<file path="src/sv/swmm_pkg.sv">
// Shared types and constants for the 2D sliding-window min/max filter.
// No dependencies.
`default_nettype none
package swmm_pkg;
    localparam int MAX_WIDTH  = 1024;
    localparam int MAX_HEIGHT = 1024;
    localparam int MAX_HALF   = 16;
    localparam int RING       = 2 * MAX_HALF;
    localparam int RING_W     = $clog2(RING);
    localparam int COL_W      = $clog2(MAX_WIDTH);
    localparam int SIZE_W     = 11;
    localparam int HALF_W     = 5;
    localparam int CFG_IDX_W  = 2;
    localparam int CFG_DATA_W = 11;
    localparam int STORE_AW   = RING_W + COL_W;

    localparam logic [CFG_IDX_W-1:0] REG_WIDTH  = 2'd0;
    localparam logic [CFG_IDX_W-1:0] REG_HEIGHT = 2'd1;
    localparam logic [CFG_IDX_W-1:0] REG_HALF   = 2'd2;
    localparam logic [CFG_IDX_W-1:0] REG_MODE   = 2'd3;

    localparam logic FUNC_PIXEL = 1'b0;
    localparam logic FUNC_DRAIN = 1'b1;

    typedef struct packed {
        logic               func;
        logic signed [31:0] pixel_value;
    } in_item_t;

    typedef struct packed {
        logic signed [31:0] filtered_value;
        logic               frame_last;
    } out_item_t;

    // request from the front (row pass) to the back (column pass)
    typedef struct packed {
        logic               wr;      // write row-pass value
        logic [STORE_AW-1:0] waddr;
        logic signed [31:0] wdata;
        logic               emit;    // try to emit next result
        logic [SIZE_W-1:0]  in_col;  // input position after this item
        logic [SIZE_W-1:0]  in_row;
        logic               restart; // new frame: reset output counters
    } req_t;

    typedef struct packed {
        logic [SIZE_W-1:0] w;
        logic [SIZE_W-1:0] h;
        logic [HALF_W-1:0] half;
        logic [HALF_W-1:0] reach;
        logic              max_mode;
    } cfg_t;

    function automatic logic beats(logic signed [31:0] a, logic signed [31:0] b, logic mx);
        beats = mx ? (a > b) : (a < b);
    endfunction
endpackage
`default_nettype wire

</file>
<file path="src/sv/swmm_queue.sv">
// Short request queue between the row pass and the column pass.
// Depends on swmm_pkg.
`default_nettype none
module swmm_queue (
    input  wire logic           clk,
    input  wire logic           rst_n,
    input  wire logic           clr,
    input  wire logic           push,
    input  wire swmm_pkg::req_t wdata,
    output logic                full,
    input  wire logic           pop,
    output swmm_pkg::req_t      rdata,
    output logic                nonempty
);
    swmm_pkg::req_t mem_reg [4];
    logic [1:0] wp_reg, rp_reg;
    logic [2:0] cnt_reg;
    assign full = cnt_reg[2];
    assign nonempty = cnt_reg != 3'd0;
    assign rdata = mem_reg[rp_reg];
    always_ff @(posedge clk)
    begin
        if (push && !full)
            mem_reg[wp_reg] <= wdata;
    end
    always_ff @(posedge clk or negedge rst_n)
    begin
        if (!rst_n)
        begin
            wp_reg <= '0; rp_reg <= '0; cnt_reg <= '0;
        end
        else if (clr)
        begin
            wp_reg <= '0; rp_reg <= '0; cnt_reg <= '0;
        end
        else
        begin
            if (push && !full) wp_reg <= wp_reg + 2'd1;
            if (pop && nonempty) rp_reg <= rp_reg + 2'd1;
            cnt_reg <= cnt_reg + 3'(push && !full) - 3'(pop && nonempty);
        end
    end
endmodule
`default_nettype wire

</file>
<file path="config.mk">
export PLATFORM = sky130hd
export DESIGN_NAME = swmm_queue
export DESIGN_NICKNAME = d
export VERILOG_FILES = /design/src/sv/swmm_pkg.sv /design/src/sv/swmm_queue.sv
export SDC_FILE = /design/constraint.sdc
export NUM_CORES = 1
export LEC_CHECK = 0
export BUFFER_PORTS_ARGS = -buffer_cell sky130_fd_sc_hd__buf_2
export CAP_MARGIN = 20
export CORE_UTILIZATION = 45
export CTS_BUF_LIST = sky130_fd_sc_hd__clkbuf_8
export DETAILED_ROUTE_END_ITERATION = 8
export PLACE_DENSITY = 0.67
export SLEW_MARGIN = 0
export SYNTH_ARGS = -nofsm -noshare
export SYNTH_HDL_FRONTEND = slang
export SYNTH_SLANG_ARGS = --single-unit
</file>
<file path="constraint.sdc">
create_clock -name clk -period 3.1 [get_ports clk]
set_input_delay 0 -clock clk [delete_from_list [all_inputs] [get_ports clk]]
set_output_delay 0 -clock clk [all_outputs]
set_load 0.05 [all_outputs]
</file>
### Yosys cells after proc, flatten, opt, wreduce, memory -nomap -nowiden

Memories as Yosys holds them, arrays and structs flattened.
Cells that the tools add are included.
Widths: inputs -> output; s select.

| storage, ports and cells | value |
|---|---|
| register bits | 7 |
| RAM bits | 288 |
| input port bits | 77 |
| memories kept | 1 |

| operators by class | value |
|---|---|
| add/sub/neg operators | 4 |
| mux-type cells | 7 |
| reductions and logical operators | 6 |

Memory list:

| memory | words | width | rd ports | clocked after Yosys merged registers in | wr ports | RTL line | RTL |
|---|---|---|---|---|---|---|---|
| mem_reg | 4 | 72 | 1 | 0 | 1 | swmm_queue.sv:15 | `swmm_pkg::req_t mem_reg [4];` |

Operator list:

| cell | count |
|---|---|
| $mux 2 | 4 |
| $add 2x1->2 const B | 2 |
| $reduce_bool 2->1 | 2 |
| $add 3x1->3 | 1 |
| $mux 3 | 1 |
| $reduce_bool 3->1 | 1 |
| $sub 3x1->3 | 1 |
| $logic_and 1x1->1 | 2 |
| $mux 1 | 2 |
| $logic_not 1->1 | 1 |

### Depth between registers and ports, before layout

| depth | value |
|---|---|
| word-level depth | 5 |
| depth in mapped cells | 10 |

### Least setup slack after synthesis

No wires, ideal clock.

| path | value |
|---|---|
| kind | register to register |
| start point | register cnt_reg[2] |
| end point | memory mem_reg[1][0] (netlist bit), enable pin |
| data arrival time | 2,720 ps |
| slack | -58 ps |
| cell stages (with the launch flop) | 4 |
| path buffers | 1 |
| period minus slack after synthesis | 3,158 ps |
| path through | dfrtp_1 > nor2b_1 > clkbuf_1 > and2_1 |

| on the way | value |
|---|---|
| longest elaborated chain between the ends | 4 |

RTL lines:

| item | RTL line | RTL |
|---|---|---|
| from (decl) | swmm_queue.sv:17 | `logic [2:0] cnt_reg;` |
| from (signal assigned) | swmm_queue.sv:40 | `cnt_reg <= cnt_reg + 3'(push && !full) - 3'(pop && nonempty);` |
| $logic_not 1->1 | swmm_queue.sv:23 | `if (push && !full)` |
| $logic_and 1x1->1 | swmm_queue.sv:23 |  |
| $mux 1 | swmm_queue.sv:23 |  |
| $mux 1 (not written as such) | swmm_queue.sv:24 | `mem_reg[wp_reg] <= wdata;` |
| to (decl) | swmm_queue.sv:15 |  |

Every way passes these cells.

==> impl.org <==
** Status
- Status :: finished, final reports clean

** Yosys
- Syn nets :: 501
- Gate count of the mapped netlist :: 417
- In this run the cell area of the synthesized design comes to 0.0108 mm².
- Post-Synthesis Mean Instance Area :: around 26 µm²
- Count of different cell masters after synthesis :: 19
- For this run, the register share of the synthesized area comes to 0.815.
- Synth warn :: 0
- Synthesis-stage register bit count :: 295

** STA
- Based on the critical path, the design can be clocked at up to approximately 400 MHz.
- Final period demand of the worst path :: approximately 2500 ps
- RSZ-0062 raised after global routing :: no
- Final Hold Fails :: 0
- Setup violations remaining at the end of the flow were counted as 0.
- Headroom to the max-slew limit came out at 0.559.
- Final Max Tran Viols :: 0
- Worst-Margin Slew :: 661 ps
- In the final timing run, aggregate negative setup slack is 0 ps.
- Final Worst Setup Slack :: 623 ps
- Final cycle utilization of the critical path :: 0.799
- The clock arrives with 25.2 ps of skew.

** Setup path
- CP arrival :: 2480 ps
- Worst reg-to-reg setup slack :: 810 ps
- The critical path goes through buf_12 -> mux4_2 -> buf_2.
- The worst setup path is launched from a register.
- The critical path is of the register to output port type.
- Critical Path Fanout Max :: 41
- On the worst path, the slowest cell contributes a delay of ~700 ps.
- Required time of the critical path :: 3100 ps
- In this run the critical register-to-register path is captured at cnt_reg[2].
- Slowest stage cell on the critical path :: sky130_fd_sc_hd__dfrtp_4
- Reg-to-Reg Start :: cnt_reg[2]
- STA classifies the critical path endpoint as an output port.
- Counting cells, the worst reg-to-reg path comes to 9.

** Clocking
- Number of CTS-inserted buffers :: 47
- At the later pin of the worst-skew pair, clock insertion delay measures 540 ps.
- Worst-path clk slew :: ~60 ps
- Count of buffers added by post-CTS timing repair for setup :: 0
- The H-tree generated during clock tree synthesis spans 2 levels.
- Clk sinks :: 295
- TritonCTS built the clock tree.
- The longest clock path from root to sink contains 3 buffers.
- CTS placed an instance of sky130_fd_sc_hd__clkbuf_8 at the clock tree root.

** Floorplan
- Die ar. :: around 0.025 mm²
- The floorplan step set the die height to between 150 and 200 µm.
- Placeable core area :: 0.0235 mm²
- For this design the top-level I/O count stands at roughly 150.
- For this configuration, the core starts out at a cell density of 0.460.
- Row count :: 56
- The floorplan step set the die width to 157 µm.

** Detailed routing
- Vias :: 5252
- After the first detailed-routing iteration, the DRC count stood at about 260.
- Mean routed wirelength per cell :: ~19 µm
- After detailed routing, the met3 layer carries ~1200 µm of wire.
- The routed design uses 10300 µm of met2 wire.
- After detailed routing, the number of remaining DRC violations is 0.
- The detailed router put a total of ~8300 µm of wire on met1.
- Uppermost signal routing layer after detailed routing :: met4
- Routed WL :: 20100 µm
- The detail route stage leaves a number of antenna-violating nets equal to 0.
- Initial DRT Pass Iterations :: 4
- Dividing the detail-routed via count by the number of cells gives 5.02.

** Pwr
- In this run the static leakage power is between 4 and 5 nW.
- P per Cell Area :: between 800 and 900 mW/mm²
- Worst vdd ir :: between 600 and 700 µV

** Global routing
- In the global route stage, overall resource usage came out at 0.172.
- Entering global routing, the biggest net connects 42 pins.
- The via count of the first global-routing pass came to 5888.
- Global routing finished with a remaining overflow of 0.
- Antenna violations before repair :: 0
- Global-route wire length before repair :: 31300 µm

** Final layout
- Filler cell count :: between 1500 and 2000
- For this run, the post-layout net count is 774.
- Flip-flop count of the largest register after layout :: 288
- Of the cells placed in the final design, the portion with a size suffix greater than 1 is 0.412.
- Relative to the synthesized area, the layout overhead comes to 26.4%.
- The repair_antennas step left the layout with diodes totalling 0.

** Worst hold path
- The worst hold path terminates at mem_reg[2][53].
- The startpoint identified for the worst hold timing path is wdata[53].
- Number of cells on the worst hold path :: 2
- The worst hold path belongs to the class input pin to register.

** Placed design
- The HPWL after detailed placement is 11800 µm.
- Port Buf Inserts :: 150
- Post-placement worst setup slack :: between 800 and 900 ps
- GPL Wtd Cong :: roughly 0.71

** Run
- Max-Cap Viols :: 0
## power breakdown
part | leakage, nW | internal (mW) | switching [mW]
Combinational | 1.51 | 1.15 | 2.38
Clock | 0.506 | 1.62 | 1.44
Sequential | 2.72 | 4.81 | 0.202
## cell families after synthesis
logic type | after synthesis | synth area share
flops | 295 | 0.815
simple gates | 13 | 0.00612
buf+inv | 22 | 0.0138
fa+ha+maj | 7 | 0.00878
mux | 73 | 0.151
compound gates | 2 | 0.00162
xor+xnor | 5 | 0.00405
## final cells by class
class | instances | area [µm²] | share of cell area
Multi-Input combinational cell | 100 | 1860 | 0.136
Clock inverter | 39 | 223 | 0.0163
Inverter | 5 | 18.8 | 0.00137
Tap cell | 319 | 399 | 0.0292
Sequential cell | 295 | 8830 | 0.645
Timing Repair Buffer | 241 | 1690 | 0.124
Clock buffer | 48 | 661 | 0.0483
## synth_stat cells
cell type / count / area, µm²
sky130_fd_sc_hd__xnor2_1: 3 / 26.3
sky130_fd_sc_hd__nor2_1: 6 / 22.5
sky130_fd_sc_hd__buf_6: 7 / 78.8
sky130_fd_sc_hd__fa_1: 1 / 20.0
sky130_fd_sc_hd__inv_1: 5 / 18.8
sky130_fd_sc_hd__buf_4: 1 / 7.51
sky130_fd_sc_hd__o311ai_1: 1 / 8.76
sky130_fd_sc_hd__mux2i_1: 1 / 10.0
sky130_fd_sc_hd__buf_2: 8 / 40.0
sky130_fd_sc_hd__and2_1: 4 / 25.0
sky130_fd_sc_hd__clkbuf_1: 1 / 3.75
sky130_fd_sc_hd__mux4_2: 72 / 1620
sky130_fd_sc_hd__ha_1: 6 / 75.1
sky130_fd_sc_hd__dfrtp_1: 7 / 175
sky130_fd_sc_hd__o31a_1: 1 / 8.76
sky130_fd_sc_hd__nor2b_1: 2 / 12.5
sky130_fd_sc_hd__xor2_1: 2 / 17.5
sky130_fd_sc_hd__edfxtp_1: 288 / 8650
sky130_fd_sc_hd__or3_1: 1 / 6.26
## placed cells by master, fill, tap and decap left out
cell / n
sky130_fd_sc_hd__buf_12: 5
sky130_fd_sc_hd__and2_4: 4
sky130_fd_sc_hd__clkinv_4: 1
sky130_fd_sc_hd__clkinv_2: 5
sky130_fd_sc_hd__ha_1: 6
sky130_fd_sc_hd__nor2b_1: 2
sky130_fd_sc_hd__o311ai_1: 1
sky130_fd_sc_hd__fa_1: 1
sky130_fd_sc_hd__xnor2_1: 3
sky130_fd_sc_hd__mux2i_1: 1
sky130_fd_sc_hd__edfxtp_1: 288
sky130_fd_sc_hd__buf_2: 150
sky130_fd_sc_hd__nor2_1: 6
sky130_fd_sc_hd__clkinv_1: 12
sky130_fd_sc_hd__dlygate4sd3_1: 78
sky130_fd_sc_hd__bufinv_16: 2
sky130_fd_sc_hd__clkbuf_8: 48
sky130_fd_sc_hd__dfrtp_1: 5
sky130_fd_sc_hd__dfrtp_4: 2
sky130_fd_sc_hd__xor2_1: 2
sky130_fd_sc_hd__clkinvlp_4: 2
sky130_fd_sc_hd__inv_1: 21
sky130_fd_sc_hd__or3_1: 1
sky130_fd_sc_hd__buf_4: 8
sky130_fd_sc_hd__o31a_1: 1
sky130_fd_sc_hd__inv_6: 1
sky130_fd_sc_hd__mux4_2: 72
## what timing repair did
action | 4_1_cts | 5_1_grt
hold buffers | 78 | 0
endpoints found under the hold margin | 302 | 0
gates resized for setup | 0 | 0
## how the worst max path moves through the flow
stage	end	from	slack, ps	depth (start not counted)
after floorplan	mem_reg[0][0]	cnt_reg[2]	730	3
after global routing	rdata[24]	rp_reg[0]	450	3
after global placement	cnt_reg[2]	cnt_reg[2]	920	9
after detailed placement	cnt_reg[2]	cnt_reg[2]	800	9
after CTS	rdata[28]	rp_reg[0]	520	3
final	rdata[27]	rp_reg[0]	620	3
## worst max-delay path: cells and delay by family, from the launching register on
family                 cells  cell delay (ps)
buffers and inverters      2              600
flip-flops                 1              700
multiplexers               1              580
## metal layers
layer / GRT usage / up-vias
met3: 0.0435 / 34
li1: - / 2341
met1: 0.215 / 2729
met4: 0.0573 / 0
met5: 0 / -
met2: 0.294 / 148
## through the flow
stage / utilization / instances / cell area (µm²) / power, mW / hold slack [ps]
6_report: 0.581 / 1047 / 13700 / 11.6 / 203
5_1_grt: 0.581 / 1047 / 13700 / 12.1 / 182
4_1_cts: 0.581 / 1047 / 13700 / 11.8 / 160
3_5_place_dp: 0.511 / 882 / 12000 / 8.61 / -151
3_3_place_gp: 0.511 / 882 / 12000 / 8.55 / -162
2_1_floorplan: - / 417 / 10800 / 7.80 / -296
Note: power is estimated with default switching activity, not from simulation.
